`config.mk`:
```
export PLATFORM = sky130hd
export DESIGN_NAME = bmp_stream_decoder_flat
export DESIGN_NICKNAME = d
export VERILOG_FILES = /design/src/hw/rtl/bmp_pkg.sv /design/src/hw/rtl/bmp_in_if.sv /design/src/hw/rtl/bmp_out_if.sv /design/src/hw/rtl/bmp_front.sv /design/src/hw/rtl/bmp_queue.sv /design/src/hw/rtl/bmp_back.sv /design/src/hw/rtl/bmp_stream_decoder.sv /design/src/flat_wrapper.sv
export SDC_FILE = /design/constraint.sdc
export NUM_CORES = 2
export LEC_CHECK = 0
export BUFFER_PORTS_ARGS = -buffer_cell sky130_fd_sc_hd__buf_2
export CORE_MARGIN = 2
export CORE_UTILIZATION = 48
export CTS_BUF_LIST = sky130_fd_sc_hd__clkbuf_2
export DETAILED_ROUTE_END_ITERATION = 12
export GPL_ROUTABILITY_DRIVEN = 0
export SLEW_MARGIN = 20
export SYNTH_ARGS = -nofsm -noshare
export SYNTH_HDL_FRONTEND = slang
export SYNTH_HIERARCHICAL = 1
export SYNTH_SLANG_ARGS = --single-unit
```
`constraint.sdc`:
```
create_clock -name i_clk -period 19.9 [get_ports i_clk]
set_input_delay 1.99 -clock i_clk [delete_from_list [all_inputs] [get_ports i_clk]]
set_output_delay 1.99 -clock i_clk [all_outputs]
set_load 0.05 [all_outputs]
```
`src/hw/rtl/bmp_pkg.sv`:
```
package bmp_pkg;

    localparam int unsigned MAX_WIDTH  = 4096;
    localparam int unsigned MAX_HEIGHT = 4096;

    localparam logic [31:0] FILE_HDR_BYTES = 32'd14;
    localparam logic [31:0] INFO_HDR_BYTES = 32'd40;
    localparam logic [31:0] HDR_BYTES      = FILE_HDR_BYTES + INFO_HDR_BYTES;

    localparam logic [31:0] POS_SIG_B      = 32'd0;
    localparam logic [31:0] POS_SIG_M      = 32'd1;
    localparam logic [31:0] POS_OFFSET     = 32'd10;
    localparam logic [31:0] POS_OFFSET_END = 32'd13;
    localparam logic [31:0] POS_WIDTH      = 32'd18;
    localparam logic [31:0] POS_WIDTH_END  = 32'd21;
    localparam logic [31:0] POS_HEIGHT     = 32'd22;
    localparam logic [31:0] POS_HEIGHT_END = 32'd25;
    localparam logic [31:0] POS_BITS_LO    = 32'd28;
    localparam logic [31:0] POS_BITS_HI    = 32'd29;
    localparam logic [31:0] POS_HDR_END    = HDR_BYTES - 32'd1;

    localparam logic [7:0] SIG_B = 8'h42;
    localparam logic [7:0] SIG_M = 8'h4D;

    localparam int unsigned QUEUE_DEPTH = 4;
    localparam int unsigned QUEUE_PTR_W = $clog2(QUEUE_DEPTH);
    localparam logic [QUEUE_PTR_W:0] QUEUE_FULL = (QUEUE_PTR_W + 1)'(QUEUE_DEPTH);

    typedef enum logic [1:0] {
        KIND_PIXEL  = 2'd0,
        KIND_HEADER = 2'd1,
        KIND_ERROR  = 2'd2
    } t_kind;

    typedef enum logic [1:0] {
        ERR_NONE      = 2'd0,
        ERR_SIGNATURE = 2'd1,
        ERR_OFFSET    = 2'd2,
        ERR_FORMAT    = 2'd3
    } t_err;

    typedef struct packed {
        t_kind       kind;
        t_err        err;
        logic [7:0]  data_byte;
        logic        row_end;
        logic        last;
        logic [12:0] width;
        logic [12:0] height;
        logic [2:0]  bpp;
        logic [26:0] total;
        logic [26:0] base;
        logic [14:0] row_bytes;
        logic        top_down;
    } t_cmd;

endpackage

```
`src/hw/rtl/bmp_in_if.sv`:
```
interface bmp_in_if;
    logic       valid;
    logic       ready;
    logic [7:0] file_byte;
    logic       first_byte;

    modport source (output valid, output file_byte, output first_byte, input ready);
    modport sink (input valid, input file_byte, input first_byte, output ready);
endinterface

```
`src/hw/rtl/bmp_out_if.sv`:
```
interface bmp_out_if;
    logic        valid;
    logic        ready;
    logic [1:0]  result_kind;
    logic [1:0]  error_code;
    logic [25:0] pixel_address;
    logic [7:0]  pixel_byte;
    logic [12:0] image_width;
    logic [12:0] image_height;
    logic [2:0]  bytes_per_pixel;
    logic [26:0] image_bytes;
    logic        last_pixel;

    modport source (
        output valid, output result_kind, output error_code, output pixel_address,
        output pixel_byte, output image_width, output image_height,
        output bytes_per_pixel, output image_bytes, output last_pixel,
        input ready
    );
    modport sink (
        input valid, input result_kind, input error_code, input pixel_address,
        input pixel_byte, input image_width, input image_height,
        input bytes_per_pixel, input image_bytes, input last_pixel,
        output ready
    );
endinterface

```
`src/hw/rtl/bmp_front.sv`:
```
module bmp_front (
    input  logic          i_clk,
    input  logic          i_rst_n,
    bmp_in_if.sink        i_in,
    input  logic          i_full,
    output logic          o_push,
    output bmp_pkg::t_cmd o_cmd
);
    import bmp_pkg::*;

    typedef enum logic [2:0] {
        PH_IDLE,
        PH_HEADER,
        PH_SKIP,
        PH_PIXEL,
        PH_PAD,
        PH_DONE
    } t_phase;

    t_phase      r_phase, n_phase;
    logic [31:0] r_pos, n_pos;
    logic [31:0] r_off, n_off;
    logic [31:0] r_width, n_width;
    logic [31:0] r_height, n_height;
    logic [15:0] r_bc, n_bc;
    logic [14:0] r_col, n_col;
    logic [1:0]  r_pad, n_pad;
    logic [12:0] r_rows, n_rows;
    logic [14:0] r_rb;
    logic [12:0] r_h13;
    logic [26:0] r_total;
    logic [26:0] r_base;

    logic        accept;
    t_phase      phase;
    logic [31:0] pos;
    logic [31:0] h_abs;
    logic        format_ok;
    logic [14:0] col_inc;
    logic [12:0] rows_dec;
    logic [1:0]  pad_dec;
    logic [1:0]  row_pad;
    logic [14:0] rb_full;
    logic [27:0] total_full;
    logic [27:0] base_full;

    function automatic logic [31:0] set_lane(input logic [31:0] word, input logic [1:0] lane,
                                             input logic [7:0] value);
        logic [31:0] res;
        res = word;
        res[{lane, 3'b000} +: 8] = value;
        return res;
    endfunction

    assign i_in.ready = !i_full;
    assign accept     = i_in.valid && !i_full;
    assign phase      = i_in.first_byte ? PH_HEADER : r_phase;
    assign pos        = i_in.first_byte ? 32'd0 : r_pos;

    assign h_abs     = r_height[31] ? (32'd0 - r_height) : r_height;
    assign format_ok = (r_bc == 16'd8 || r_bc == 16'd16 || r_bc == 16'd24 || r_bc == 16'd32) &&
                       (r_width != 32'd0) && (r_width <= MAX_WIDTH) &&
                       (h_abs != 32'd0) && (h_abs <= MAX_HEIGHT);

    assign col_inc  = r_col + 15'd1;
    assign rows_dec = r_rows - 13'd1;
    assign pad_dec  = r_pad - 2'd1;
    assign row_pad  = 2'd0 - r_rb[1:0];

    assign rb_full    = {2'd0, r_width[12:0]} * {12'd0, r_bc[5:3]};
    assign total_full = {13'd0, r_rb} * {15'd0, r_h13};
    assign base_full  = {13'd0, r_rb} * {15'd0, r_h13 - 13'd1};

    always_comb begin
        n_phase  = r_phase;
        n_pos    = r_pos;
        n_off    = r_off;
        n_width  = r_width;
        n_height = r_height;
        n_bc     = r_bc;
        n_col    = r_col;
        n_pad    = r_pad;
        n_rows   = r_rows;
        o_push   = 1'b0;
        o_cmd    = '0;
        if (accept) begin
            n_phase = phase;
            if (i_in.first_byte) begin
                n_off    = '0;
                n_width  = '0;
                n_height = '0;
                n_bc     = '0;
            end
            case (phase)
                PH_HEADER: begin
                    if (pos >= POS_OFFSET && pos <= POS_OFFSET_END) begin
                        n_off = set_lane(n_off, 2'(pos - POS_OFFSET), i_in.file_byte);
                    end
                    if (pos >= POS_WIDTH && pos <= POS_WIDTH_END) begin
                        n_width = set_lane(n_width, 2'(pos - POS_WIDTH), i_in.file_byte);
                    end
                    if (pos >= POS_HEIGHT && pos <= POS_HEIGHT_END) begin
                        n_height = set_lane(n_height, 2'(pos - POS_HEIGHT), i_in.file_byte);
                    end
                    if (pos == POS_BITS_LO) begin
                        n_bc[7:0] = i_in.file_byte;
                    end
                    if (pos == POS_BITS_HI) begin
                        n_bc[15:8] = i_in.file_byte;
                    end
                    if ((pos == POS_SIG_B && i_in.file_byte != SIG_B) ||
                        (pos == POS_SIG_M && i_in.file_byte != SIG_M)) begin
                        o_push     = 1'b1;
                        o_cmd.kind = KIND_ERROR;
                        o_cmd.err  = ERR_SIGNATURE;
                        n_phase    = PH_DONE;
                    end else if (pos == POS_OFFSET_END && n_off < HDR_BYTES) begin
                        o_push     = 1'b1;
                        o_cmd.kind = KIND_ERROR;
                        o_cmd.err  = ERR_OFFSET;
                        n_phase    = PH_DONE;
                    end else if (pos == POS_HDR_END) begin
                        o_push = 1'b1;
                        if (!format_ok) begin
                            o_cmd.kind = KIND_ERROR;
                            o_cmd.err  = ERR_FORMAT;
                            n_phase    = PH_DONE;
                        end else begin
                            o_cmd.kind      = KIND_HEADER;
                            o_cmd.width     = r_width[12:0];
                            o_cmd.height    = r_h13;
                            o_cmd.bpp       = r_bc[5:3];
                            o_cmd.total     = r_total;
                            o_cmd.base      = r_height[31] ? 27'd0 : r_base;
                            o_cmd.row_bytes = r_rb;
                            o_cmd.top_down  = r_height[31];
                            n_col   = '0;
                            n_pad   = '0;
                            n_rows  = r_h13;
                            n_phase = (r_off == HDR_BYTES) ? PH_PIXEL : PH_SKIP;
                        end
                    end
                end
                PH_SKIP: begin
                    if (r_pos + 32'd1 == r_off) begin
                        n_phase = PH_PIXEL;
                    end
                end
                PH_PIXEL: begin
                    o_push          = 1'b1;
                    o_cmd.kind      = KIND_PIXEL;
                    o_cmd.data_byte = i_in.file_byte;
                    if (col_inc == r_rb) begin
                        o_cmd.row_end = 1'b1;
                        n_col         = '0;
                        n_rows        = rows_dec;
                        if (rows_dec == 13'd0) begin
                            o_cmd.last = 1'b1;
                            n_phase    = PH_DONE;
                        end else begin
                            n_pad   = row_pad;
                            n_phase = (row_pad != 2'd0) ? PH_PAD : PH_PIXEL;
                        end
                    end else begin
                        n_col = col_inc;
                    end
                end
                PH_PAD: begin
                    n_pad = pad_dec;
                    if (pad_dec == 2'd0) begin
                        n_phase = PH_PIXEL;
                    end
                end
                default: begin
                end
            endcase
            if (phase != PH_IDLE) begin
                n_pos = pos + 32'd1;
            end
        end
    end

    always_ff @(posedge i_clk) begin
        if (!i_rst_n) begin
            r_phase  <= PH_IDLE;
            r_pos    <= '0;
            r_off    <= '0;
            r_width  <= '0;
            r_height <= '0;
            r_bc     <= '0;
            r_col    <= '0;
            r_pad    <= '0;
            r_rows   <= '0;
        end else begin
            r_phase  <= n_phase;
            r_pos    <= n_pos;
            r_off    <= n_off;
            r_width  <= n_width;
            r_height <= n_height;
            r_bc     <= n_bc;
            r_col    <= n_col;
            r_pad    <= n_pad;
            r_rows   <= n_rows;
        end
    end

    always_ff @(posedge i_clk) begin
        r_rb    <= rb_full;
        r_h13   <= h_abs[12:0];
        r_total <= total_full[26:0];
        r_base  <= base_full[26:0];
    end

endmodule

```
`src/hw/rtl/bmp_queue.sv`:
```
module bmp_queue (
    input  logic          i_clk,
    input  logic          i_rst_n,
    input  logic          i_push,
    input  bmp_pkg::t_cmd i_cmd,
    output logic          o_full,
    output logic          o_valid,
    output bmp_pkg::t_cmd o_cmd,
    input  logic          i_pop
);
    import bmp_pkg::*;

    t_cmd                   r_mem [QUEUE_DEPTH];
    logic [QUEUE_PTR_W-1:0] r_wr_ptr;
    logic [QUEUE_PTR_W-1:0] r_rd_ptr;
    logic [QUEUE_PTR_W:0]   r_count;

    assign o_full  = (r_count == QUEUE_FULL);
    assign o_valid = (r_count != '0);
    assign o_cmd   = r_mem[r_rd_ptr];

    always_ff @(posedge i_clk) begin
        if (i_push) begin
            r_mem[r_wr_ptr] <= i_cmd;
        end
    end

    always_ff @(posedge i_clk) begin
        if (!i_rst_n) begin
            r_wr_ptr <= '0;
            r_rd_ptr <= '0;
            r_count  <= '0;
        end else begin
            if (i_push) begin
                r_wr_ptr <= r_wr_ptr + 1'b1;
            end
            if (i_pop) begin
                r_rd_ptr <= r_rd_ptr + 1'b1;
            end
            case ({i_push, i_pop})
                2'b10:   r_count <= r_count + 1'b1;
                2'b01:   r_count <= r_count - 1'b1;
                default: r_count <= r_count;
            endcase
        end
    end

endmodule

```
`src/hw/rtl/bmp_back.sv`:
```
module bmp_back (
    input  logic          i_clk,
    input  logic          i_rst_n,
    input  logic          i_valid,
    input  bmp_pkg::t_cmd i_cmd,
    output logic          o_pop,
    bmp_out_if.source     o_out
);
    import bmp_pkg::*;

    typedef struct packed {
        t_kind       kind;
        t_err        err;
        logic [25:0] addr;
        logic [7:0]  data_byte;
        logic [12:0] width;
        logic [12:0] height;
        logic [2:0]  bpp;
        logic [26:0] total;
        logic        last;
    } t_result;

    logic [2:0]  r_bpp, n_bpp;
    logic [14:0] r_rb, n_rb;
    logic        r_top, n_top;
    logic [26:0] r_row_base, n_row_base;
    logic [26:0] r_pix_base, n_pix_base;
    logic [1:0]  r_bip, n_bip;
    logic        r_out_valid, n_out_valid;
    t_result     r_res, n_res;

    logic [2:0]  byte_offset;
    logic [26:0] addr;
    logic [2:0]  bip_inc;
    logic [26:0] next_row;

    assign o_pop       = i_valid && (!r_out_valid || o_out.ready);
    assign byte_offset = r_bpp - 3'd1 - {1'b0, r_bip};
    assign addr        = r_pix_base + {24'd0, byte_offset};
    assign bip_inc     = {1'b0, r_bip} + 3'd1;
    assign next_row    = r_top ? (r_row_base + {12'd0, r_rb}) : (r_row_base - {12'd0, r_rb});

    always_comb begin
        n_bpp       = r_bpp;
        n_rb        = r_rb;
        n_top       = r_top;
        n_row_base  = r_row_base;
        n_pix_base  = r_pix_base;
        n_bip       = r_bip;
        n_res       = r_res;
        n_out_valid = r_out_valid && !o_out.ready;
        if (o_pop) begin
            n_out_valid = 1'b1;
            n_res       = '0;
            n_res.kind  = i_cmd.kind;
            case (i_cmd.kind)
                KIND_HEADER: begin
                    n_bpp        = i_cmd.bpp;
                    n_rb         = i_cmd.row_bytes;
                    n_top        = i_cmd.top_down;
                    n_row_base   = i_cmd.base;
                    n_pix_base   = i_cmd.base;
                    n_bip        = '0;
                    n_res.width  = i_cmd.width;
                    n_res.height = i_cmd.height;
                    n_res.bpp    = i_cmd.bpp;
                    n_res.total  = i_cmd.total;
                end
                KIND_ERROR: begin
                    n_res.err = i_cmd.err;
                end
                KIND_PIXEL: begin
                    n_res.addr      = addr[25:0];
                    n_res.data_byte = i_cmd.data_byte;
                    n_res.last      = i_cmd.last;
                    if (i_cmd.row_end) begin
                        n_bip      = '0;
                        n_row_base = next_row;
                        n_pix_base = next_row;
                    end else if (bip_inc >= r_bpp) begin
                        n_bip      = '0;
                        n_pix_base = r_pix_base + {24'd0, r_bpp};
                    end else begin
                        n_bip = bip_inc[1:0];
                    end
                end
                default: begin
                end
            endcase
        end
    end

    always_ff @(posedge i_clk) begin
        if (!i_rst_n) begin
            r_out_valid <= 1'b0;
            r_bip       <= '0;
        end else begin
            r_out_valid <= n_out_valid;
            r_bip       <= n_bip;
        end
    end

    always_ff @(posedge i_clk) begin
        r_bpp      <= n_bpp;
        r_rb       <= n_rb;
        r_top      <= n_top;
        r_row_base <= n_row_base;
        r_pix_base <= n_pix_base;
        r_res      <= n_res;
    end

    assign o_out.valid           = r_out_valid;
    assign o_out.result_kind     = r_res.kind;
    assign o_out.error_code      = r_res.err;
    assign o_out.pixel_address   = r_res.addr;
    assign o_out.pixel_byte      = r_res.data_byte;
    assign o_out.image_width     = r_res.width;
    assign o_out.image_height    = r_res.height;
    assign o_out.bytes_per_pixel = r_res.bpp;
    assign o_out.image_bytes     = r_res.total;
    assign o_out.last_pixel      = r_res.last;

endmodule

```
`src/hw/rtl/bmp_stream_decoder.sv`:
```
// Byte-serial decoder for uncompressed BMP files.
// The input channel takes one file byte per transaction; first_byte marks the
// start of a new file and restarts the parse at any time. Bytes seen before
// any first byte, after an error, or after the last pixel produce nothing.
// The output channel carries one transaction per header result, error or
// pixel byte; each pixel byte carries its frame address in a top-down frame.
// The parser takes one byte per clock cycle when the sink keeps up,
// including header, skip and row padding bytes. Each result passes through
// the command queue and the output register on its way to the output.
// Header sizes are precomputed by three registered multipliers while the
// remaining header bytes stream in.
// A four-entry command queue sits between the parser and the address
// generator. When the sink stalls, the output register holds its transaction,
// the queue fills, and then the input ready drops until space frees up.
// After reset the parser waits for a first byte, the queue is empty and the
// output holds no transaction.
module bmp_stream_decoder (
    input  logic      i_clk,
    input  logic      i_rst_n,
    bmp_in_if.sink    i_in,
    bmp_out_if.source o_out
);
    import bmp_pkg::*;

    logic push;
    t_cmd push_cmd;
    logic full;
    logic head_valid;
    t_cmd head_cmd;
    logic pop;

    bmp_front u_front (
        .i_clk   (i_clk),
        .i_rst_n (i_rst_n),
        .i_in    (i_in),
        .i_full  (full),
        .o_push  (push),
        .o_cmd   (push_cmd)
    );

    bmp_queue u_queue (
        .i_clk   (i_clk),
        .i_rst_n (i_rst_n),
        .i_push  (push),
        .i_cmd   (push_cmd),
        .o_full  (full),
        .o_valid (head_valid),
        .o_cmd   (head_cmd),
        .i_pop   (pop)
    );

    bmp_back u_back (
        .i_clk   (i_clk),
        .i_rst_n (i_rst_n),
        .i_valid (head_valid),
        .i_cmd   (head_cmd),
        .o_pop   (pop),
        .o_out   (o_out)
    );

endmodule
```
`src/flat_wrapper.sv`:
```
// flat-port wrapper written by rule: the top's interface ports become plain ports
module bmp_stream_decoder_flat import bmp_pkg::*;
  (i_clk, i_rst_n, i_in_valid, i_in_file_byte, i_in_first_byte, i_in_ready, o_out_valid, o_out_result_kind, o_out_error_code, o_out_pixel_address, o_out_pixel_byte, o_out_image_width, o_out_image_height, o_out_bytes_per_pixel, o_out_image_bytes, o_out_last_pixel, o_out_ready);
  bmp_in_if i_in_i ();
  bmp_out_if o_out_i ();
  input  logic i_clk;
  input  logic i_rst_n;
  input wire logic [$bits(i_in_i.valid)-1:0] i_in_valid;
  input wire logic [$bits(i_in_i.file_byte)-1:0] i_in_file_byte;
  input wire logic [$bits(i_in_i.first_byte)-1:0] i_in_first_byte;
  output wire logic [$bits(i_in_i.ready)-1:0] i_in_ready;
  output wire logic [$bits(o_out_i.valid)-1:0] o_out_valid;
  output wire logic [$bits(o_out_i.result_kind)-1:0] o_out_result_kind;
  output wire logic [$bits(o_out_i.error_code)-1:0] o_out_error_code;
  output wire logic [$bits(o_out_i.pixel_address)-1:0] o_out_pixel_address;
  output wire logic [$bits(o_out_i.pixel_byte)-1:0] o_out_pixel_byte;
  output wire logic [$bits(o_out_i.image_width)-1:0] o_out_image_width;
  output wire logic [$bits(o_out_i.image_height)-1:0] o_out_image_height;
  output wire logic [$bits(o_out_i.bytes_per_pixel)-1:0] o_out_bytes_per_pixel;
  output wire logic [$bits(o_out_i.image_bytes)-1:0] o_out_image_bytes;
  output wire logic [$bits(o_out_i.last_pixel)-1:0] o_out_last_pixel;
  input wire logic [$bits(o_out_i.ready)-1:0] o_out_ready;
  assign i_in_i.valid = i_in_valid;
  assign i_in_i.file_byte = i_in_file_byte;
  assign i_in_i.first_byte = i_in_first_byte;
  assign i_in_ready = i_in_i.ready;
  assign o_out_valid = o_out_i.valid;
  assign o_out_result_kind = o_out_i.result_kind;
  assign o_out_error_code = o_out_i.error_code;
  assign o_out_pixel_address = o_out_i.pixel_address;
  assign o_out_pixel_byte = o_out_i.pixel_byte;
  assign o_out_image_width = o_out_i.image_width;
  assign o_out_image_height = o_out_i.image_height;
  assign o_out_bytes_per_pixel = o_out_i.bytes_per_pixel;
  assign o_out_image_bytes = o_out_i.image_bytes;
  assign o_out_last_pixel = o_out_i.last_pixel;
  assign o_out_i.ready = o_out_ready;
  bmp_stream_decoder u_core (.i_clk(i_clk), .i_rst_n(i_rst_n), .i_in(i_in_i), .o_out(o_out_i));
endmodule
```
# After elaboration in Yosys (flattened, before gate mapping)

Memories as Yosys holds them, arrays and structs flattened. A register that Yosys moved wholly into a read port is not among the register bits.
Cells that the tools add are included.

Add/subtract/negate cells: 25
$mul: 3
$lt $le $gt $ge: 10
Equality and inequality tests: 31
Shift-type cells: 6
Muxes and demuxes: 91
Reductions and logical operators: 42

Operators with widths:

| kind                                                                                  | number |
|---|---|
| 32-bit two-way mux                                                                    | 16 |
| 99-bit two-way mux                                                                    | 5 |
| 27-bit two-way mux                                                                    | 5 |
| 113-bit two-way mux                                                                   | 1 |
| 27-bit case mux with 2 select lines                                                   | 2 |
| 32-bit bitwise mux                                                                    | 3 |
| 8-bit by 7-bit variable shift with 32-bit output (first input constant)               | 3 |
| 8-bit by 7-bit variable part select with 32-bit output                                | 3 |
| 15-bit two-way mux                                                                    | 5 |
| 13-bit two-way mux                                                                    | 5 |
| 32-bit by 1-bit adder with 32-bit output (second input constant)                      | 2 |
| 32-bit by 5-bit equality test with 1-bit output (second input constant)               | 2 |
| 32-bit by 6-bit equality test with 1-bit output (second input constant)               | 2 |
| 32-bit by 5-bit greater-or-equal comparator with 1-bit output (second input constant) | 2 |
| 32-bit by 13-bit <= comparator with 1-bit output (second input constant)              | 2 |
| 32-bit by 5-bit <= comparator with 1-bit output (second input constant)               | 2 |
| 32-bit nonzero test                                                                   | 2 |
| 15-bit by 13-bit multiplier with 27-bit output                                        | 2 |
| 16-bit by 5-bit equality test with 1-bit output (second input constant)               | 2 |
| 32-bit by 1-bit equality test with 1-bit output (second input constant)               | 1 |
| 32-bit equality test                                                                  | 1 |
| 32-bit by 4-bit equality test with 1-bit output (second input constant)               | 1 |
| 32-bit by 4-bit greater-or-equal comparator with 1-bit output (second input constant) | 1 |
| 32-bit by 4-bit <= comparator with 1-bit output (second input constant)               | 1 |
| 58 further kinds                                                                      | 137 |

Bits in registers: 437
Bits in writable memories: 452
Input port bits: 13
Output and inout port bits: 97
Logic and storage cells: 241
Memories kept: 1

Memories:

| memory               | depth | width | read ports | clocked after memory_dff | wr ports | RTL line        | text |
|---|---|---|---|---|---|---|---|
| u_core.u_queue.r_mem | 4     | 113   | 1          | 1                        | 1        | bmp_queue.sv:13 | `t_cmd r_mem [QUEUE_DEPTH];` |

# Logic depth before layout (Yosys ltp)

Word-level depth: 16
Gate-level depth with buffers: 28

# Modules after synthesis

Netlist, hierarchy kept.

By module, submodules not included:

| module    | times used | cells an instance | area an instance (µm²) | seq. area each (µm²) |
|---|---|---|---|---|
| bmp_front | 1          | 3387              | 27332.5                | 5185.0 |
| bmp_queue | 1          | 633               | 16774.8                | 13753.2 |
| bmp_back  | 1          | 891               | 9505.4                 | 5044.8 |

# Least setup slack after synthesis

OpenSTA, ideal clock, no wires.

Kind: input-to-reg
Start: input i_in_first_byte
End: memory u_core/u_queue/r_mem[0][0] (netlist name) (enable)
Setup time: 0.485 ns
Arrival: 8.658 ns
Slack: 10.758 ns
Cell stages on the path: 18
Cells stage by stage: clkbuf_1 > clkbuf_1 > clkbuf_1 > clkbuf_1 > clkbuf_1 > nand2b_1 > ha_1 > clkbuf_1 > inv_1 > a222oi_1 > a41oi_1 > a2111oi_0 > o2111ai_1 > a2111o_1 > and2_1 > o21a_1 > nor2_1 > and2_1

Cells in the longest elaborated chain, start to end: 16
Elaborated cells between the ends (all ways): 33

Ends and longest elaborated chain:

| element                                                                                                                           | RTL line                 | text |
|---|---|---|
| start: declaration                                                                                                                | flat_wrapper.sv:10       | `input wire logic [$bits(i_in_i.first_byte)-1:0] i_in_first_byte;` |
| 32-bit two-way mux                                                                                                                | bmp_front.sv:58          | `assign pos = i_in.first_byte ? 32'd0 : r_pos;` |
| 2-bit subtractor                                                                                                                  | bmp_front.sv:97          | `n_off = set_lane(n_off, 2'(pos - POS_OFFSET), i_in.file_byte);` |
| 5-bit negator with 7-bit output                                                                                                   | bmp_front.sv:51          | `res[{lane, 3'b000} +: 8] = value;` |
| 8-bit by 7-bit variable part select with 32-bit output / 8-bit by 7-bit variable shift with 32-bit output (equally long branches) | bmp_front.sv:51          |  |
| 32-bit bitwise mux                                                                                                                | bmp_front.sv:51          |  |
| 32-bit two-way mux                                                                                                                | bmp_front.sv:96          | `if (pos >= POS_OFFSET && pos <= POS_OFFSET_END) begin` |
| 32-bit two-way mux                                                                                                                | bmp_front.sv:94          | `case (phase)` |
| 32-bit two-way mux                                                                                                                | bmp_front.sv:86          | `if (accept) begin` |
| 32-bit by 6-bit less-than comparator with 1-bit output                                                                            | bmp_front.sv:117         | `end else if (pos == POS_OFFSET_END && n_off < HDR_BYTES) begin` |
| 1-bit logical AND                                                                                                                 | bmp_front.sv:117         |  |
| 1-bit two-way mux                                                                                                                 | bmp_front.sv:117         |  |
| 1-bit two-way mux                                                                                                                 | bmp_front.sv:111         | `if ((pos == POS_SIG_B && i_in.file_byte != SIG_B) \|\|` |
| 1-bit case mux with 2 select lines (*)                                                                                            | bmp_front.sv:94          |  |
| 1-bit two-way mux (*)                                                                                                             | bmp_front.sv:86          |  |
| net u_core.push                                                                                                                   | bmp_stream_decoder.sv:25 | `logic push;` |
| 1-bit two-way mux (*)                                                                                                             | bmp_queue.sv:23          | `if (i_push) begin` |
| 1-bit two-way mux (not written as such) (*)                                                                                       | bmp_queue.sv:24          | `r_mem[r_wr_ptr] <= i_cmd;` |
| end: declaration                                                                                                                  | bmp_queue.sv:13          |  |

Mark *: on every way through the listed nets, which the timed path passes. The rest lies on a longest branch. The select of a mux whose other input is x is not followed.

# Worst setup path after layout

Start: register u_core.u_front.r_h13[0]
End: register u_core.u_front.r_base[24]

Cells in the longest elaborated chain, start to end: 2

Ends and longest elaborated chain:

| element                                        | RTL line         | text |
|---|---|---|
| start: declaration                             | bmp_front.sv:30  | `logic [12:0] r_h13;` |
| start signal: assignment                       | bmp_front.sv:209 | `r_h13 <= h_abs[12:0];` |
| 13-bit by 1-bit subtractor with 13-bit output  | bmp_front.sv:72  | `assign base_full = {13'd0, r_rb} * {15'd0, r_h13 - 13'd1};` |
| 15-bit by 13-bit multiplier with 27-bit output | bmp_front.sv:72  |  |
| net u_core.u_front.base_full[24]               | bmp_front.sv:45  | `logic [27:0] base_full;` |
| end signal: assignment                         | bmp_front.sv:211 | `r_base <= base_full[26:0];` |
| end: declaration                               | bmp_front.sv:32  | `logic [26:0] r_base;` |

The timed path passes the listed nets, and every way through them passes these cells.
A chain may end at the register's enable or synchronous reset.

==> implementation parameters <==
Parameter                              Value

Placement
  Sum of net half-perimeters after detailed placement ... 91.08 mm
  Count of port buffers added during placement ... 109
  Placed Instances ... 6,242
  Placed standard-cell area ... 54,990 sq um
  DP Worst Slack ... 11.38 ns

Power and ir drop
  Internal power ... 3396 uW
  Net switching fraction of the power ... 39.31%
  Flop pwr share ... 43.7%
  Peak supply drop ... 0.08284 mV
  Share of total power in combinational logic ... 32.9%
  NetSw ... 2200 uW
  Power share of the clock group ... 23.5%
  Pwr Density ... 97.73 nW/um^2
  Leakage ... 0.02296 uW

STA
  PnR worst setup slack ... 11.68 ns
  FMAX ... 0.1216 GHz
  Fin crit period ... 8.222 ns
  Worst Clk Skew ... 0.1542 ns
  Number of setup violations in the final report ... 0
  Count of final max-slew check failures ... 0
  Final TNS setup ... 0 ns
  Period utilization ... 41.32%
  Unrepaired setup endpoints after global routing ... false
  Worst slew slack as a fraction of its limit ... 21.58%
  Final hold vios ... 0
  Worst-margin pin slew ... 1.166 ns

Critical path
  Required time reported for the critical path endpoint ... 21.34 ns
  Crit. End Element ... flop
  Worst-path fanout max ... 29
  Critical Path Source Type ... flop
  Cell depth of the worst flop-to-flop path ... 25
  Slack of the worst reg-to-reg path ... 11.68 ns
  Critical path arrival ... 9.66 ns
  Kind of critical path ... reg -> reg

Final layout
  Most frequent cells in the layout ... sky130_fd_sc_hd__edfxtp_1, sky130_fd_sc_hd__nand2_1, sky130_fd_sc_hd__inv_1
  Final core utilization ... 51.81%
  Filler instances ... 10,073
  Synthesis-to-finish area growth ... 7.312%
  Nets ... 5,505
  Final design instance area without fill ... 57,260 sq um
  Ratio of cells with drive above 1 in the final layout ... 13.80%
  Layout Cells excl Fill ... 6,667
  Most common cell after layout, fill and taps aside ... sky130_fd_sc_hd__edfxtp_1

Global routing
  Initial antenna violation count ... 5
  First-pass GRT wire length ... 211.3 mm
  Maximum number of pins on one net before global-route repair ... 91
  Overall global routing resource usage ... 23.95%
  Vias in the first global route ... 37,093
  Aggregate global routing overflow ... 0

Drt
  DRC Markers ... 0
  Antenna-violating nets left ... 0
  Average wire length per cell after detail routing ... 20.26 um
  DRT met1 WL ... 58.96 mm
  Met3 WL post-DR ... 8.326 mm
  Routed via count divided by cell count ... 5.622
  Uppermost layer routed ... met4
  Total length of routed met2 wires ... 64.07 mm
  Post-Route WL ... 135.1 mm
  Pre-antenna DRT Iters ... 6
  Starting DRT DRC Count ... 2,725
  Vias post-DR ... 37,482

Clock tree
  # resized after CTS ... 0
  Skew-Pair Late Insertion Delay ... 1.63 ns
  Number of post-CTS setup repair buffers ... 0
  CTS root buffer ... sky130_fd_sc_hd__clkbuf_2
  Max Buffers Root-to-Sink ... 3
  Num Clock Sinks ... 884
  CTS tree ... built
  Number of buffers added to fix hold violations after cts ... 0
  # H-tree levels ... 4
  Clock transition at the registers of the reported paths ... 0.11 ns
  Num CTS Buffers ... 225

Yosys
  Number of nets produced by synthesis ... 5,415
  Number of warning messages in the yosys log ... 6
  Post-synthesis instance area ... 53,350 sq um
  Number of standard cells after synthesis ... 4,891
  Mean instance size in the synthesized netlist ... 10.91 sq um

Worst hold path
  Worst min-delay path class ... reg -> reg
  Worst hold stages ... 2

Outcome
  Outcome ... finished, final reports clean

Floorplan
  Die outline width ... 337.4 um
  Core box area ... 110,500 sq um
  Site row count ... 122
  Die Area ... 113,800 sq um
  Number of I/O pins ... 110
  Vert. Die Dim ... 337.4 um
  Effective utilization at floorplan ... 48.28%

Job
  Maxcap violations ... 0
-- final cells by class --
cell class / count / area (sq um) / area share, %
multi-input combinational: 3273 / 26680 / 46.60
sequential: 884 / 23850 / 41.66
tap: 1488 / 1862 / 3.252
clock buffer: 335 / 1677 / 2.928
inverter: 426 / 1604 / 2.802
timing repair buffer: 171 / 1011 / 1.766
clock inverter: 85 / 559.3 / 0.9768
antenna: 5 / 12.51 / 0.02185
-- metal layers --
| metal | vias to the layer above | global-route usage [%] |
|---|---|---|
| met4 | 0 | 8.123 |
| met3 | 256 | 4.009 |
| met2 | 1316 | 38.94 |
| li1 | 17401 | - |
| met5 | - | 0 |
| met1 | 18509 | 32.63 |
-- state kept, by name, summed over array words and instances, names as in the netlist, 15 cells and up, named ones only --
signal,cells
u_core/u_front/r_height,32
u_core/u_back/r_pix_base,26
u_core/u_front/r_pos,32
u_core/u_front/r_col,15
u_core/u_front/r_off,32
u_core/u_front/r_total,27
u_core/u_front/r_base,26
u_core/u_back/o_out.image_bytes,27
u_core/u_back/r_rb,15
u_core/u_queue/r_mem,448
u_core/u_front/r_width,32
u_core/u_back/o_out.pixel_address,26
u_core/u_front/r_rb,15
u_core/u_back/r_row_base,26
u_core/u_front/r_bc,16
-- metrics by stage --
step | hold WS, ns | total power [uW]
5_1_grt | 0.4883 | 5923
3_5_place_dp | 0.4565 | 4324
3_3_place_gp | 0.4521 | 4310
2_1_floorplan | 0.3924 | 3847
4_1_cts | 0.4624 | 5660
6_report | 0.4742 | 5596
-- worst paths after layout --
kind                            from                        end
max reg2reg  u_core/u_front/r_h13[0]  u_core/u_front/r_base[24]
min          u_core/u_front/r_pad[1]    u_core/u_front/r_pad[1]
max          u_core/u_front/r_h13[0]  u_core/u_front/r_base[24]
min reg2reg  u_core/u_front/r_pad[1]    u_core/u_front/r_pad[1]
-- critical path, cell delays in order, from the launching register on --
cell	delay, ns
sky130_fd_sc_hd__dfxtp_1	0.31
sky130_fd_sc_hd__buf_4	0.24
sky130_fd_sc_hd__inv_1	0.27
sky130_fd_sc_hd__ha_1	0.26
sky130_fd_sc_hd__nand2_1	0.12
sky130_fd_sc_hd__or3_1	0.39
sky130_fd_sc_hd__or4_1	0.43
sky130_fd_sc_hd__xnor2_1	0.87
sky130_fd_sc_hd__nand2_1	0.19
sky130_fd_sc_hd__fa_1	0.54
sky130_fd_sc_hd__fa_1	0.54
sky130_fd_sc_hd__inv_1	0.05
sky130_fd_sc_hd__fa_1	0.50
sky130_fd_sc_hd__fa_1	0.55
sky130_fd_sc_hd__inv_1	0.05
sky130_fd_sc_hd__fa_1	0.53
sky130_fd_sc_hd__inv_1	0.04
sky130_fd_sc_hd__ha_1	0.34
sky130_fd_sc_hd__and2_1	0.17
sky130_fd_sc_hd__o21ai_0	0.14
sky130_fd_sc_hd__o31ai_1	0.12
sky130_fd_sc_hd__o41ai_1	0.65
sky130_fd_sc_hd__o21ai_0	0.28
sky130_fd_sc_hd__a21o_1	0.22
sky130_fd_sc_hd__a21oi_1	0.17
sky130_fd_sc_hd__xnor2_1	0.13
-- power groups by stage --
stage | clock network, uW | logic, uW | registers (uW)
floorplan | 0 | 1070 | 2780
finish | 1310 | 1840 | 2440
detailed placement | 0 | 1840 | 2490
CTS | 1370 | 1850 | 2440
global placement | 0 | 1830 | 2480
global route | 1460 | 1990 | 2470
(Power assumes the default switching activity.)
